**src/hw/rtl/pplh_pkg.sv**
```systemverilog
// ----------------------------------------------------------------------------
// pplh_pkg
// Shared types and constants for the peak pair landmark hasher.
// ----------------------------------------------------------------------------
package pplh_pkg;

  localparam int HISTORY_DEPTH_DEF = 64;
  localparam int QUEUE_DEPTH       = 2;

  localparam int FREQ_W  = 15;
  localparam int MAG_W   = 17;
  localparam int AMP_W   = 10;
  localparam int TIME_W  = 40;
  localparam int MTD_W   = 24;
  localparam int HASH_W  = 32;
  localparam int HFREQ_W = 13;
  localparam int DTMS_W  = 6;

  localparam int IN_TDATA_W  = 72;
  localparam int OUT_TDATA_W = 104;
  localparam int OUT_PAD_W   = OUT_TDATA_W - (HASH_W + TIME_W + FREQ_W + AMP_W);

  localparam int CFG_ADDR_W = 2;
  localparam int CFG_DATA_W = MTD_W;

  localparam logic [CFG_ADDR_W-1:0] CFG_MIN_FREQ_DELTA    = 2'd0;
  localparam logic [CFG_ADDR_W-1:0] CFG_MAX_FREQ_DELTA    = 2'd1;
  localparam logic [CFG_ADDR_W-1:0] CFG_MAX_TIME_DELTA_US = 2'd2;

  localparam logic [FREQ_W-1:0] MIN_FREQ_DELTA_RST    = 15'd0;
  localparam logic [FREQ_W-1:0] MAX_FREQ_DELTA_RST    = 15'd32767;
  localparam logic [MTD_W-1:0]  MAX_TIME_DELTA_US_RST = 24'd1000000;

  localparam logic [MAG_W-1:0]  MAG_ONE     = 17'h10000;
  localparam logic [AMP_W-1:0]  AMP_SCALE   = 10'd1000;
  localparam logic [TIME_W-1:0] MIN_AGE_US  = 40'd1000;

  // floor(x / 1000) = ((x >> 3) * DIV_MAGIC) >> DIV_SHIFT, exact for x < 2^24
  localparam logic [21:0] DIV_MAGIC = 22'd2147484;
  localparam int          DIV_SHIFT = 28;

  typedef struct packed {
    logic [TIME_W-1:0] tstamp;
    logic [AMP_W-1:0]  amp;
    logic [FREQ_W-1:0] freq;
  } hist_entry_t;

  typedef struct packed {
    logic        clear;
    hist_entry_t peak;
  } cmd_t;

  typedef struct packed {
    logic [FREQ_W-1:0] min_freq_delta;
    logic [FREQ_W-1:0] max_freq_delta;
    logic [MTD_W-1:0]  max_time_delta_us;
  } cfg_t;

  typedef struct packed {
    logic [AMP_W-1:0]  anchor_amplitude;
    logic [FREQ_W-1:0] anchor_frequency;
    logic [TIME_W-1:0] anchor_time_us;
    logic [HASH_W-1:0] pair_hash;
  } res_t;

endpackage

```
**src/hw/rtl/pplh_front.sv**
```systemverilog
// ----------------------------------------------------------------------------
// pplh_front
// Input stage: takes peaks and clear actions, scales the magnitude to an
// amplitude and hands one command at a time to the queue.
// ----------------------------------------------------------------------------
module pplh_front (
  input  logic                              clk,
  input  logic                              rst,
  input  logic                              s_axis_tvalid,
  output logic                              s_axis_tready,
  // [14:0] peak_frequency, [31:15] peak_magnitude, [71:32] peak_time_us
  input  logic [pplh_pkg::IN_TDATA_W-1:0]   s_axis_tdata,
  // [0] action
  input  logic [0:0]                        s_axis_tuser,
  output logic                              cmd_valid,
  input  logic                              cmd_ready,
  output pplh_pkg::cmd_t                    cmd
);
  import pplh_pkg::*;

  logic [MAG_W-1:0]         mag_in;
  logic [MAG_W-1:0]         mag_sat;
  logic [MAG_W+AMP_W-1:0]   amp_prod;

  assign mag_in   = s_axis_tdata[FREQ_W +: MAG_W];
  assign mag_sat  = mag_in[MAG_W-1] ? MAG_ONE : mag_in;
  assign amp_prod = (MAG_W+AMP_W)'(mag_sat) * (MAG_W+AMP_W)'(AMP_SCALE);

  assign s_axis_tready = ~cmd_valid | cmd_ready;

  always_ff @(posedge clk) begin
    if (rst) begin
      cmd_valid <= 1'b0;
    end else if (s_axis_tready) begin
      cmd_valid <= s_axis_tvalid;
    end
  end

  always_ff @(posedge clk) begin
    if (s_axis_tvalid && s_axis_tready) begin
      cmd.clear       <= s_axis_tuser[0];
      cmd.peak.freq   <= s_axis_tdata[FREQ_W-1:0];
      cmd.peak.amp    <= amp_prod[16 +: AMP_W];
      cmd.peak.tstamp <= s_axis_tdata[FREQ_W+MAG_W +: TIME_W];
    end
  end

endmodule

```
**config.mk**
```make
export PLATFORM = sky130hd
export DESIGN_NAME = pplh_front
export DESIGN_NICKNAME = d
export VERILOG_FILES = /design/src/hw/rtl/pplh_pkg.sv /design/src/hw/rtl/pplh_front.sv
export SDC_FILE = /design/constraint.sdc
export NUM_CORES = 1
export LEC_CHECK = 0
export BUFFER_PORTS_ARGS = -buffer_cell sky130_fd_sc_hd__buf_2
export CAP_MARGIN = 5
export CORE_ASPECT_RATIO = 1.4
export CORE_MARGIN = 4
export CORE_UTILIZATION = 45
export CTS_CLUSTER_SIZE = 12
export DETAILED_ROUTE_END_ITERATION = 8
export GPL_ROUTABILITY_DRIVEN = 0
export PLACE_DENSITY = 0.77
export SLEW_MARGIN = 20
export SYNTH_ARGS = -nofsm -noshare
export SYNTH_HDL_FRONTEND = slang
export SYNTH_SLANG_ARGS = --single-unit
```
**constraint.sdc**
```tcl
create_clock -name clk -period 6.6 [get_ports clk]
set_input_delay 0.33 -clock clk [delete_from_list [all_inputs] [get_ports clk]]
set_output_delay 0.33 -clock clk [all_outputs]
set_load 0.02 [all_outputs]
```
## Word-level counts from Yosys, hierarchy flattened

Cells that the tools add are included.

- $mul: 1
- Add/sub/neg operators: 0
- Mux-type cells: 1
- Bitwise gates (word level): 2
- Reduce and logical (&&, ||, !) cells: 1
- Div/mod/pow operators: 0
- Shifts and indexed selects: 0
- Eq/ne operators: 0
- Order comparisons: 0

Operators by type and width:

| cell | count |
|---|---|
| $mul A17 B7 Y23 const B | 1 |
| $mux W17 | 1 |
| $logic_and A1 B1 Y1 | 1 |
| $not A1 Y1 | 1 |
| $or A1 B1 Y1 | 1 |

- Memory bits (read-only): 0
- Memories: 0
- Register bits after elaboration: 67
- Bits in latches: 0
- RAM bits: 0
- Bits of input ports: 77

## Depth between registers and ports, before layout

- Depth in word-level cells: 3
- Mapped depth: 19
- Gate-level depth less buffers: 17

## Worst setup path before layout

No wires, ideal clock.

- Kind: input to register
- From: input s_axis_tdata[31] (netlist bit)
- To: register cmd[23] (netlist bit), data pin
- Buffers on the path: 2
- Stages: 16
- Setup time: 0.262 ns
- Required time: 6.338 ns
- Slack: 1.944 ns
- Arrival: 4.394 ns
- Path through: buf_4 -> inv_1 -> clkbuf_1 -> nand2_1 -> fa_1 -> fa_1 -> inv_1 -> fa_1 -> inv_1 -> fa_1 -> inv_1 -> ha_1 -> and3_1 -> nand2_1 -> o21ai_2 -> mux2_1

- Cells in the longest elaborated chain, start to end: 2

Ends and longest elaborated chain:

| item | line | text |
|---|---|---|
| start: declaration | pplh_front.sv:12 | `input logic [pplh_pkg::IN_TDATA_W-1:0] s_axis_tdata,` |
| $mux W17 | pplh_front.sv:26 | `assign mag_sat = mag_in[MAG_W-1] ? MAG_ONE : mag_in;` |
| $mul A17 B7 Y23 | pplh_front.sv:27 | `assign amp_prod = (MAG_W+AMP_W)'(mag_sat) * (MAG_W+AMP_W)'(AMP_SCALE);` |
| via amp_prod[24] | pplh_front.sv:23 | `logic [MAG_W+AMP_W-1:0] amp_prod;` |
| end: declaration | pplh_front.sv:17 | `output pplh_pkg::cmd_t cmd` |

The timed path passes the listed nets, and every way through them passes these cells.
A chain may end at the register's enable or synchronous reset.

## Worst setup path after layout

Same ends and word-level chain as after synthesis.

==> metrics <==
ys flop type edfxtp_1; WL/cell approximately 15 um; Total Routing Usage GR ~17%; Via density ~5; WS Path Type input pin to flop; maximum number of pins on one net before global-route repair 65; Least-Margin Pin Slew 0.756 ns; Max-Cap Viols 0; Cell Pwr Density about 320 mW/mm^2; Area Overhead vs Synth 23.9%; LEAKAGE between 2 and 3 nW; Mean Syn Cell Area 11.9 sq um; fraction of layout cells with a size suffix above 1 between 30% and 40%; Tightest Hold Check Type input pin to flop; cell row count between 40 and 50; Worst R2R Setup Slack ~5.0 ns; CTS tree yes; final cell count without fillers around 700; Mapped Nets 573; Fmax roughly 210 MHz; postcts setup bufs 0; slew margin rel. 49.6%; Synth Instances 406; flop and latch count out of synthesis 67; drt initial violations about 160; critical path data arrival time ~4.8 ns; die width 95.5 um; # IOs ~150; clock skew about 0.0035 ns; part of the cycle the worst path needs around 72%; worst flop-to-flop path startpoint cmd_valid; post-layout util a little under three fifths; Worst-path clk slew around 0.05 ns; Detailed Place HPWL 9.15 mm; wirelength, routed between 10 and 15 mm; FFs w/ async S/R, synth 0%; 1st-pass router iterations 4; Seq/Total Area, Yosys between 40 and 50%; crit end category flop; Post-synth EDFFs between 60 and 70; Die Y roughly 130 um; run status complete, no violations; clk root buf clkbuf_16; setup TNS 0 ns; CTS sink cnt between 60 and 70; Worst-Skew Late Latency 0.31 ns; vias in the first global route ~3500; Fin. Hold Viols 0; hold endpoint cmd_valid; Hold Buf Count CTS 0; Max Buffers Root-to-Sink 2; Final Instance Area about 0.006 sq mm; first-pass GRT wire length about 16 mm; Num CTS Buffers 9; CP required 6.66 ns; Area after DPL 0.00569 sq mm; DRC 0; Hold WS about 0.19 ns; grt ovf 0; H-tree levels 3; R2R depth 3; placed insts between 600 and 700; crit path max fanout 19; Core Box Area around 0.010 sq mm; Period minus WS final around 4.8 ns; hold depth 2; critical path launch point type input pin; Peak VDD IR 0.000135 V; distinct cell type count of the synthesized netlist 46; Syn Std Cell Area 0.00482 sq mm; Pins Over Slew Limit 0; most common cell after layout, fill and taps aside buf_2; Worst Min Path Start rst; port buffer count ~140; initial antenna violation count 1; most frequent cells in the layout buf_2, inv_1, edfxtp_1; RR Endpoint cmd[12]; via count ~3400; post-CTS sizing 0; Yosys Warn Count 0; Post-DRT Antenna Nets 0; Initial Utilization between 40% and 50%; final setup fails 0; die area 0.0125 sq mm; RSZ-0062 raised after global routing no; Final #Nets between 700 and 800
## critical path: stages
cell and delay (ns):
buf_2 0.34, inv_1 0.29, nand2_1 0.27, inv_1 0.13, fa_1 0.55, inv_1 0.06
fa_1 0.53, fa_1 0.44, fa_1 0.51, inv_1 0.04, ha_1 0.41, and3_1 0.25
nand2_1 0.12, o21ai_2 0.20, mux2_1 0.33
## registers in the layout, summed over array words and instances, names as in the netlist
| signal | flops |
|---|---|
| cmd | 66 |
| cmd_valid | 1 |
## cell families (layout without fill, tap and decap cells)
kind of cell,Yosys count,in the layout,share of synthesized area (%)
multiplexers,1,1,0.234
adder cells (fa/ha/maj),90,90,30.5
buffers and inverters,87,239,6.91
AND/OR/NAND/NOR,67,67,6.57
other,1,2,0.0778
AO/OA/AOI/OAI,64,64,8.88
flip-flops,67,67,41.5
XOR/XNOR,29,29,5.27
## power breakdown
part | switching (mW) | internal (mW) | leakage, nW
registers | 0.0118 | 0.554 | 0.647
clock network | 0.149 | 0.286 | 0.134
logic | 0.570 | 0.366 | 2.02
total | 0.731 | 1.21 | 2.80
## worst max path at each step
stage                          start  endpoint  slack [ns]  cells past startpoint
floorplan           s_axis_tdata[31]   cmd[23]        1.94                     16
finish              s_axis_tdata[31]   cmd[23]        1.84                     15
global route        s_axis_tdata[31]   cmd[22]        1.57                     16
global placement    s_axis_tdata[31]   cmd[23]        1.63                     15
CTS                 s_axis_tdata[31]   cmd[23]        1.84                     15
detailed placement  s_axis_tdata[31]   cmd[23]        1.50                     15
## cell usage after synthesis (5+ instances only)
| master | number | share of area [%] |
|---|---|---|
| nand2_1 | 31 | 2.4 |
| edfxtp_1 | 66 | 41 |
| xnor2_1 | 15 | 2.7 |
| inv_1 | 79 | 6.2 |
| o21ai_0 | 10 | 1.0 |
| xor2_1 | 14 | 2.5 |
| a21oi_1 | 22 | 2.3 |
| ha_1 | 44 | 11 |
| fa_1 | 46 | 19 |
| clkbuf_1 | 5 | 0.39 |
| nor2b_1 | 7 | 0.91 |
| nor2_1 | 11 | 0.86 |
## metal layers
metal | vias to the layer above | wire (um) | track usage [%]
met4 | 0 | 148 | 5.11
met5 | - | 0 | 0
met2 | 152 | 5510 | 32.4
met3 | 16 | 936 | 3.95
met1 | 1614 | 3950 | 18.0
li1 | 1645 | - | -
## area by class of cell
cell class | count | area, sq um
multi-input combinational | 252 | 2490
sequential | 67 | 2000
fill | 883 | 4430
inverter | 79 | 297
antenna | 1 | 2.50
clock inverter | 6 | 57.6
tap | 138 | 173
timing repair buffer | 145 | 728
clock buffer | 9 | 225
## through the flow
stage / worst slack (ns) / power (mW)
2_1_floorplan: 1.94 / 1.28
3_3_place_gp: 1.63 / 1.49
3_5_place_dp: 1.50 / 1.51
4_1_cts: 1.84 / 1.95
5_1_grt: 1.57 / 2.09
6_report: 1.84 / 1.94
(Power assumes the default switching activity.)
