==> config.mk <==
export PLATFORM = sky130hd
export DESIGN_NAME = pplh_queue
export DESIGN_NICKNAME = d
export VERILOG_FILES = /design/src/hw/rtl/pplh_pkg.sv /design/src/hw/rtl/pplh_queue.sv
export SDC_FILE = /design/constraint.sdc
export NUM_CORES = 1
export LEC_CHECK = 0
export BUFFER_PORTS_ARGS = -buffer_cell sky130_fd_sc_hd__clkbuf_2
export CORE_UTILIZATION = 30
export DETAILED_ROUTE_END_ITERATION = 10
export PLACE_DENSITY_LB_ADDON = 0.2
export SYNTH_ARGS = -nofsm -noshare
export SYNTH_HDL_FRONTEND = slang
export SYNTH_SLANG_ARGS = --single-unit
==> constraint.sdc <==
create_clock -name clk -period 3.4 [get_ports clk]
set_clock_uncertainty 0.2 [all_clocks]
set_input_delay 0.17 -clock clk [delete_from_list [all_inputs] [get_ports clk]]
set_output_delay 0.17 -clock clk [all_outputs]
set_load 0.01 [all_outputs]
==> src/hw/rtl/pplh_pkg.sv <==
// ----------------------------------------------------------------------------
// pplh_pkg
// Shared types and constants for the peak pair landmark hasher.
// ----------------------------------------------------------------------------
package pplh_pkg;

  localparam int HISTORY_DEPTH_DEF = 64;
  localparam int QUEUE_DEPTH       = 2;

  localparam int FREQ_W  = 15;
  localparam int MAG_W   = 17;
  localparam int AMP_W   = 10;
  localparam int TIME_W  = 40;
  localparam int MTD_W   = 24;
  localparam int HASH_W  = 32;
  localparam int HFREQ_W = 13;
  localparam int DTMS_W  = 6;

  localparam int IN_TDATA_W  = 72;
  localparam int OUT_TDATA_W = 104;
  localparam int OUT_PAD_W   = OUT_TDATA_W - (HASH_W + TIME_W + FREQ_W + AMP_W);

  localparam int CFG_ADDR_W = 2;
  localparam int CFG_DATA_W = MTD_W;

  localparam logic [CFG_ADDR_W-1:0] CFG_MIN_FREQ_DELTA    = 2'd0;
  localparam logic [CFG_ADDR_W-1:0] CFG_MAX_FREQ_DELTA    = 2'd1;
  localparam logic [CFG_ADDR_W-1:0] CFG_MAX_TIME_DELTA_US = 2'd2;

  localparam logic [FREQ_W-1:0] MIN_FREQ_DELTA_RST    = 15'd0;
  localparam logic [FREQ_W-1:0] MAX_FREQ_DELTA_RST    = 15'd32767;
  localparam logic [MTD_W-1:0]  MAX_TIME_DELTA_US_RST = 24'd1000000;

  localparam logic [MAG_W-1:0]  MAG_ONE     = 17'h10000;
  localparam logic [AMP_W-1:0]  AMP_SCALE   = 10'd1000;
  localparam logic [TIME_W-1:0] MIN_AGE_US  = 40'd1000;

  // floor(x / 1000) = ((x >> 3) * DIV_MAGIC) >> DIV_SHIFT, exact for x < 2^24
  localparam logic [21:0] DIV_MAGIC = 22'd2147484;
  localparam int          DIV_SHIFT = 28;

  typedef struct packed {
    logic [TIME_W-1:0] tstamp;
    logic [AMP_W-1:0]  amp;
    logic [FREQ_W-1:0] freq;
  } hist_entry_t;

  typedef struct packed {
    logic        clear;
    hist_entry_t peak;
  } cmd_t;

  typedef struct packed {
    logic [FREQ_W-1:0] min_freq_delta;
    logic [FREQ_W-1:0] max_freq_delta;
    logic [MTD_W-1:0]  max_time_delta_us;
  } cfg_t;

  typedef struct packed {
    logic [AMP_W-1:0]  anchor_amplitude;
    logic [FREQ_W-1:0] anchor_frequency;
    logic [TIME_W-1:0] anchor_time_us;
    logic [HASH_W-1:0] pair_hash;
  } res_t;

endpackage

==> src/hw/rtl/pplh_queue.sv <==
// ----------------------------------------------------------------------------
// pplh_queue
// Short command queue between the input stage and the history walker.
// ----------------------------------------------------------------------------
module pplh_queue (
  input  logic           clk,
  input  logic           rst,
  input  logic           in_valid,
  output logic           in_ready,
  input  pplh_pkg::cmd_t in_cmd,
  output logic           out_valid,
  input  logic           out_ready,
  output pplh_pkg::cmd_t out_cmd
);
  import pplh_pkg::*;

  localparam int QIDX_W = (QUEUE_DEPTH > 1) ? $clog2(QUEUE_DEPTH) : 1;
  localparam int QCNT_W = $clog2(QUEUE_DEPTH + 1);
  localparam logic [QIDX_W-1:0] Q_LAST = QIDX_W'(QUEUE_DEPTH - 1);
  localparam logic [QCNT_W-1:0] Q_FULL = QCNT_W'(QUEUE_DEPTH);

  cmd_t              slots [QUEUE_DEPTH];
  logic [QIDX_W-1:0] wp;
  logic [QIDX_W-1:0] rp;
  logic [QCNT_W-1:0] cnt;
  logic              push;
  logic              pop;

  assign in_ready  = (cnt != Q_FULL);
  assign out_valid = (cnt != '0);
  assign out_cmd   = slots[rp];
  assign push      = in_valid & in_ready;
  assign pop       = out_valid & out_ready;

  always_ff @(posedge clk) begin
    if (rst) begin
      wp  <= '0;
      rp  <= '0;
      cnt <= '0;
    end else begin
      if (push) begin
        wp <= (wp == Q_LAST) ? '0 : wp + 1'b1;
      end
      if (pop) begin
        rp <= (rp == Q_LAST) ? '0 : rp + 1'b1;
      end
      unique case ({push, pop})
        2'b10:   cnt <= cnt + 1'b1;
        2'b01:   cnt <= cnt - 1'b1;
        default: cnt <= cnt;
      endcase
    end
  end

  always_ff @(posedge clk) begin
    if (push) begin
      slots[wp] <= in_cmd;
    end
  end

endmodule

* Word-level counts from Yosys, hierarchy flattened
Memories as Yosys holds them, arrays and structs flattened. A register that Yosys moved wholly into a read port is not among the register bits. Index checks and enable logic that the tools add are counted.
Cells by class: bitwise operators 2, $add $sub $neg 4, muxes and demuxes 7, equal/unequal tests 3, reductions and logical operators 2
Operators with widths (number):
- 1-bit two-way mux | 6
- 2-bit one-hot mux with 2 select lines | 1
- 2-bit nonzero test | 2
- 1-bit adder, second input constant | 2
- 2-bit by 1-bit adder with 2-bit output, second input constant | 1
- 1-bit AND | 2
- 2-bit by 1-bit == test with 1-bit output, second input constant | 1
- 2-bit == test, second input constant | 1
- 2-bit inequality test, second input constant | 1
- 2-bit by 1-bit subtractor with 2-bit output, second input constant | 1
Storage, ports and cells: register bits 4, word-level logic and storage cells 22, memory bits (writable) 132, bits of input ports 70, memories 1
Memories:
- slots | words 2, bits a word 66, read ports 1, clocked after Yosys merged registers in 1, wr ports 1, line pplh_queue.sv:22 | cmd_t slots [QUEUE_DEPTH];

* Longest topological paths before layout
Gate-level depths: netlist of the first run.
depth after elaboration 4, gate-level depth with buffers 6

* Worst setup path before layout of the first run
OpenSTA, ideal clock, no wires.
path kind reg2reg, start point reg cnt[0], end point mem slots[1][0] (netlist bit) (enable), cell stages (with the launch flop) 3, path buffers 0, path slack 0.516 ns, data arrival time 2.253 ns, cell sequence dfxtp_1 -> nand2b_1 -> and3_1
On the way: longest elaborated chain between the ends 4
RTL lines:
- start: declaration | line pplh_queue.sv:25 | logic [QCNT_W-1:0] cnt;
- start signal: assignment | line pplh_queue.sv:48 | 2'b10: cnt <= cnt + 1'b1;
- start signal: assignment | line pplh_queue.sv:49 | 2'b01: cnt <= cnt - 1'b1;
- start signal: assignment | line pplh_queue.sv:50 | default: cnt <= cnt;
- 2-bit inequality test | line pplh_queue.sv:29 | assign in_ready = (cnt != Q_FULL);
- named net in_ready | line pplh_queue.sv:9 | output logic in_ready,
- 1-bit AND | line pplh_queue.sv:32 | assign push = in_valid & in_ready;
- 1-bit two-way mux | line pplh_queue.sv:56 | if (push) begin
- 1-bit two-way mux (implied by the code) | line pplh_queue.sv:57 | slots[wp] <= in_cmd;
- end: declaration | line pplh_queue.sv:22
The timed path passes the listed nets, and every way through them passes these cells.

==> results of run 1 <==
## per-layer routing
| metal | global-route usage [%] | up-vias |
|---|---|---|
| met2 | 17.8 | 99 |
| met5 | 0 | - |
| met1 | 12.6 | 1398 |
| li1 | - | 1350 |
| met3 | 4.64 | 16 |
| met4 | 6.29 | 0 |
## worst max-delay path by stage
stage                         start      endpoint  slack [ns]  cells after the start
final                     flip-flop   out_cmd[29]        1.06                      2
after global routing      flip-flop   out_cmd[33]        0.92                      2
after CTS                 flip-flop   out_cmd[33]        0.99                      2
after detailed placement     cnt[0]  slots[1][29]        1.27                      2
after global placement       cnt[0]  slots[1][16]        1.27                      2
after floorplan              cnt[0]   slots[1][0]        0.52                      2
## cell families (layout without fill, tap and decap cells)
logic type | Yosys count | count (layout) | synth area share, %
flip-flops | 137 | 137 | 81.7
AO/OA/AOI/OAI | 5 | 5 | 0.654
XOR/XNOR | 3 | 3 | 0.528
buffers and inverters | 8 | 242 | 0.981
multiplexers | 66 | 66 | 14.9
adder cells (fa/ha/maj) | 1 | 1 | 0.251
AND/OR/NAND/NOR | 9 | 9 | 0.956
## state kept, by name (all words and copies together) (netlist names), named ones only
name	cells
slots	132
cnt	2
rp	1
wp	1
## through the flow
step	hold slack, ns	utilization (%)	cells	total power, mW
finish	0.282	45.1	679	5.41
global route	0.273	45.1	679	5.68
CTS	0.257	45.1	679	5.50
detailed placement	0.163	36.8	577	3.46
global placement	0.161	36.8	577	3.45
floorplan	0.0391	-	229	3.00
## placed cells by master (no fill, tap or decap), types with 2 or more instances in the layout
| master | n |
|---|---|
| clkinv_1 | 5 |
| edfxtp_1 | 132 |
| a21oi_1 | 2 |
| inv_6 | 2 |
| clkbuf_16 | 17 |
| dfxtp_1 | 4 |
| bufinv_16 | 5 |
| dlygate4sd3_1 | 70 |
| nor2_1 | 3 |
| clkinv_2 | 2 |
| xnor2_1 | 2 |
| clkbuf_2 | 137 |
| buf_4 | 2 |
| mux2_2 | 66 |
## final cells by class
cell class	count	share of cell area, %
flip-flops and latches	137	56.2
inverters	1	0.0518
clock inverters	15	2.82
repair buffers	209	19.4
multi-input cells	84	12.0
clock buffers	17	5.88
well taps	216	3.73
## power breakdown
group	switching [mW]	internal, mW
clock network	0.666	1.29
registers	0.177	2.14
logic	0.539	0.606
total	1.38	4.03
## repair_timing
action | 4_1_cts | 5_1_grt
endpoints found under the hold margin | 138 | 0
setup endpoints to repair | 0 | 0
hold buffers | 70 | 0
==> reports/results.ini, run 1 <==
[clock_network]
clockBufferDepth = 2
cts_tree = done
root_buffer = clkbuf_16
cts_max_level = 4
clkTransAtPathRegs_ns = 0.06
cts.sinks = 137
insertion_delay_ns = 0.41
postCtsSetupBuffers = 0
cts_resized = 0
cts_buffers = 17

[global_route]
antenna_found_initial = 0
grt_overflow_total = 0
grt_usage_pct = 11.1
grt_max_degree = 67
grt_pass1_wl_um = 13400
grt_pass1_vias = 2765

[detailed_routing]
vias_per_cell = 4.22
post_drt_wl_per_cell_um = 13.7
drtIter0Drc = 108
dr_wl_met3_um = 678
num_vias = 2863
routed_wl_um = 9280
dr_wl_met2_um = 4300
drcViolationCount = 0
postRouteAntennaNets = 0
top_layer_used = met4
detail_route.first_pass.iterations = 4
m1WireLength_um = 4110

[place]
dp_hpwl_um = 5450
preCtsSetupSlack_ns = 1.27
gp_congestion = 0.670
place_area_um2 = 5910
port_buffers = 137

[critical_path]
crit_chain = mux2_2 > clkbuf_2
critPathKind = reg2out
required_ns = 3.03
cp.buffers_inverters = 1
crit_slowest_cell = dfxtp_4
endpoint_kind = primary output
slowest_delay_ns = 0.96
r2r-end = slots[1][13]
cp-start-kind = flip-flop
arrival_ns = 1.97
rrSetupSlack_ns = 1.34
cp_top_family = flip-flops
cp_max_fo = 66
ff2ff_path_depth = 2
r2r_start = cnt[0]

[finish]
multi_input_area_um2 = 867
drive_gt1_share_pct = 51.2
seqCellArea_um2 = 4070
fillers = 1431
antennaDiodeCount = 0
areaGrowthSynthToFinish_pct = 45.5
fin_area_um2 = 7240
nNetsFinal = 521

[logic_synthesis]
synth_cell_types = 20
synth-edff-count = 132
yosys_warnings = 0
synth_top_cell_by_area = edfxtp_1
syn_area_um2 = 4970
postSynth.asyncResetShare_pct = 0
syn-num-nets = 300
synth_seq_cells = 137
synth_top_area_share_pct = 79.7
synthCells = 229
synth_flop_cell = edfxtp_1
ys_top_cells_by_area = edfxtp_1, mux2_2, dfxtp_1
synth.most_common_cell = edfxtp_1
synth.yosys.seq_area_share_pct = 81.7
synth_common_cells = edfxtp_1, mux2_2, dfxtp_1, buf_4
synth_area_per_cell_um2 = 21.7

[sta]
clock.fmax_mhz = 427
final_max_slew_viol_count = 0
tightestPinTransition_ns = 0.941
layout_min_cycle_time_ns = 2.34
setup_tns_ns = 0
rsz0062_at_grt = no
relSlewSlack_pct = 37.3
setup_ws_ns = 1.06
setup_viol = 0
period_share_pct = 68.9
finalHoldViolCount = 0

[power]
p_per_area_nw_per_um2 = 748
power_leakage_nw = 2.75
vdd_drop_max_uv = 342

[worst_hold_path]
hp-start = in_cmd[64]
hold_path.class = in2reg
hold_depth = 2
min_to = slots[1][64]

[die]
start_util_pct = 31.0
die_x_um = 131
die_h_um = 131
rows = 46
dieArea_um2 = 17100
ios = 138
coreArea_um2 = 16100

[outcome]
outcome = complete, no violations

[job]
max_cap_viol_count = 0

Note: power is estimated with default switching activity, not from simulation.
==> inputs of run 2 (changes only) <==
==> constraint.sdc (replaced) <==
create_clock -name clk -period 2.1 [get_ports clk]
set_clock_uncertainty 0.2 [all_clocks]
set_input_delay 0.105 -clock clk [delete_from_list [all_inputs] [get_ports clk]]
set_output_delay 0.105 -clock clk [all_outputs]
set_load 0.01 [all_outputs]
==> reports/results.ini, run 2 (synthesized netlist as in run 1, its figures left out) <==
[critical_path]
crit_slowest_cell = mux2_2
cp_top_family = buffers and inverters
ff2ff_path_depth = 4  ; +2
critPathKind = reg2out
required_ns = 1.79  ; -1.24 ns
endpoint_kind = primary output
cp_num_cells = 3  ; +1
cp.buffers_inverters = 2  ; +1
arrival_ns = 1.66  ; -0.31 ns
crit_chain = buf_4 > mux2_2 > clkbuf_2
cp-start-kind = flip-flop
slowest_delay_ns = 0.40  ; -0.56 ns
cp_max_fo = 29  ; -56%

[sta]
setup_viol = 0  ; unchanged
clock.fmax_mhz = 510
final_max_slew_viol_count = 0  ; unchanged
period_share_pct = 93.4
tightestPinTransition_ns = 0.406  ; -0.535 ns
rsz0062_at_grt = no
setup_ws_ns = 0.138  ; -0.919 ns
relSlewSlack_pct = 72.9  ; +36 points
layout_min_cycle_time_ns = 1.96
finalHoldViolCount = 0  ; unchanged

[place]
port_buffers = 137  ; unchanged
gp_congestion = 0.662  ; -1.1%
place_area_um2 = 5990  ; +1.4%
dp_cells = 580  ; +0.52%
preCtsSetupSlack_ns = 0.370  ; -0.902 ns
dp_hpwl_um = 5820  ; +6.7%

[global_route]
grt_overflow_total = 0  ; unchanged
grt_pass1_wl_um = 14700  ; +9.1%
antenna_found_initial = 0  ; unchanged
grt_usage_pct = 11.9  ; +0.81 points
grt_pass1_vias = 2857  ; +3.3%
grt_max_degree = 67  ; unchanged

[clock_network]
insertion_delay_ns = 0.41  ; about the same
postCtsSetupBuffers = 0  ; unchanged
clkTransAtPathRegs_ns = 0.05  ; about the same
cts_tree = done
root_buffer = clkbuf_16
cts_max_level = 4  ; unchanged
holdBufCountCts = 70  ; unchanged
clockBufferDepth = 2  ; unchanged
cts.sinks = 137  ; unchanged
cts_buffers = 17  ; unchanged
cts_resized = 0  ; unchanged

[power]
p_per_area_nw_per_um2 = 1140  ; +52%
internal_power_mw = 5.97  ; +48%
power_mw = 8.15  ; +51%
power_frac_clock_pct = 29.9  ; -6.2 points
switching_share_pct = 26.7  ; +1.2 points
p_seq_share_pct = 43.7  ; +1.0 points
vdd_drop_max_uv = 832  ; +140%
netSwitchingPower_mw = 2.18  ; +58%
pwr-share-comb_pct = 26.3  ; +5.1 points
power_leakage_nw = 2.70  ; -1.7%

[detailed_routing]
post_drt_wl_per_cell_um = 14.5  ; +6.1%
detail_route.first_pass.iterations = 4  ; unchanged
drcViolationCount = 0  ; unchanged
routed_wl_um = 9820  ; +5.8%
num_vias = 2812  ; -1.8%
postRouteAntennaNets = 0  ; unchanged
drtIter0Drc = 132  ; +22%
vias_per_cell = 4.15  ; -1.5%

[die]
die_x_um = 131  ; unchanged
die_h_um = 131  ; unchanged
coreArea_um2 = 16100  ; unchanged
rows = 46  ; unchanged
ios = 138  ; unchanged
dieArea_um2 = 17100  ; unchanged
start_util_pct = 31.0  ; unchanged

[finish]
largest-register = slots
areaGrowthSynthToFinish_pct = 44.1
fillers = 1443  ; +0.84%
nNetsFinal = 524  ; +0.58%
drive_gt1_share_pct = 51.4  ; +0.22 points
multi_input_area_um2 = 875  ; +0.87%
largest_reg_flops = 132  ; unchanged
antennaDiodeCount = 0  ; unchanged
top_regs = slots x132, cnt x2
seqCellArea_um2 = 4070  ; about the same
fin_area_um2 = 7170  ; -1.0%
mostFrequentLayoutCells = clkbuf_2, edfxtp_1, dlygate4sd3_1
layout_commonest_cell = clkbuf_2
final_cells = 677  ; -0.29%

[worst_hold_path]
hold_path.class = in2reg
hold_depth = 2  ; unchanged

[job]
max_cap_viol_count = 0  ; unchanged

[outcome]
outcome = complete, no violations

## run 2: cell count changes in the layout (fill, tap and decap cells not counted), sizes merged
cell | before | now
inv | 3 | 0
buf | 2 | 5
clkinvlp | 1 | 2
bufinv | 5 | 0
clkbuf | 154 | 158
clkinv | 7 | 5
## run 2: worst register-to-register path, cell delays in order (launching register included)
cell and delay [ns]:
dfxtp_2 0.38, nand2b_4 0.16, nand3b_1 0.14, clkinvlp_4 0.12, buf_12 0.32
## run 2: through the flow
stage	setup TNS [ns]	hold WS [ns]	utilization, %
after floorplan	-6.19	-0.0300	-
after detailed placement	0	0.0985	37.3
after CTS	0	0.196	44.6
final	0	0.222	44.6
after global routing	0	0.208	44.6
after global placement	0	0.0960	37.3
## run 2: power by group through the flow
stage | sequential, mW | combinational [mW] | clock (mW)
2_1_floorplan | 3.59 | 1.28 | 0
3_3_place_gp | 3.60 | 2.06 | 0
3_5_place_dp | 3.62 | 2.07 | 0
4_1_cts | 3.56 | 2.20 | 2.55
5_1_grt | 3.60 | 2.33 | 2.65
6_report | 3.56 | 2.15 | 2.44
## run 2: final timing paths
check	start	end	slack (ns)
setup / recovery	flip-flop	out_cmd[31]	0.14
hold / removal	in_cmd[57]	slots[1][57]	0.22
setup reg to reg	cnt[0]	slots[0][42]	0.37
hold reg to reg	rp	rp	0.31
## run 2: layout make-up
cell class / instances / share of cell area [%]
Clock buffer: 21 / 6.15
Timing Repair Buffer: 212 / 20.6
Clock inverter: 6 / 0.436
Tap cell: 216 / 3.77
Inverter: 1 / 0.105
Multi-Input combinational cell: 84 / 12.2
Sequential cell: 137 / 56.8
## run 2: routing by layer
layer | GRT usage, % | vias to the layer above | wire, µm
met4 | 5.07 | 0 | 75
li1 | - | 1354 | -
met5 | 0 | - | 0
met2 | 18.4 | 96 | 4540
met3 | 5.01 | 5 | 612
met1 | 14.7 | 1357 | 4600
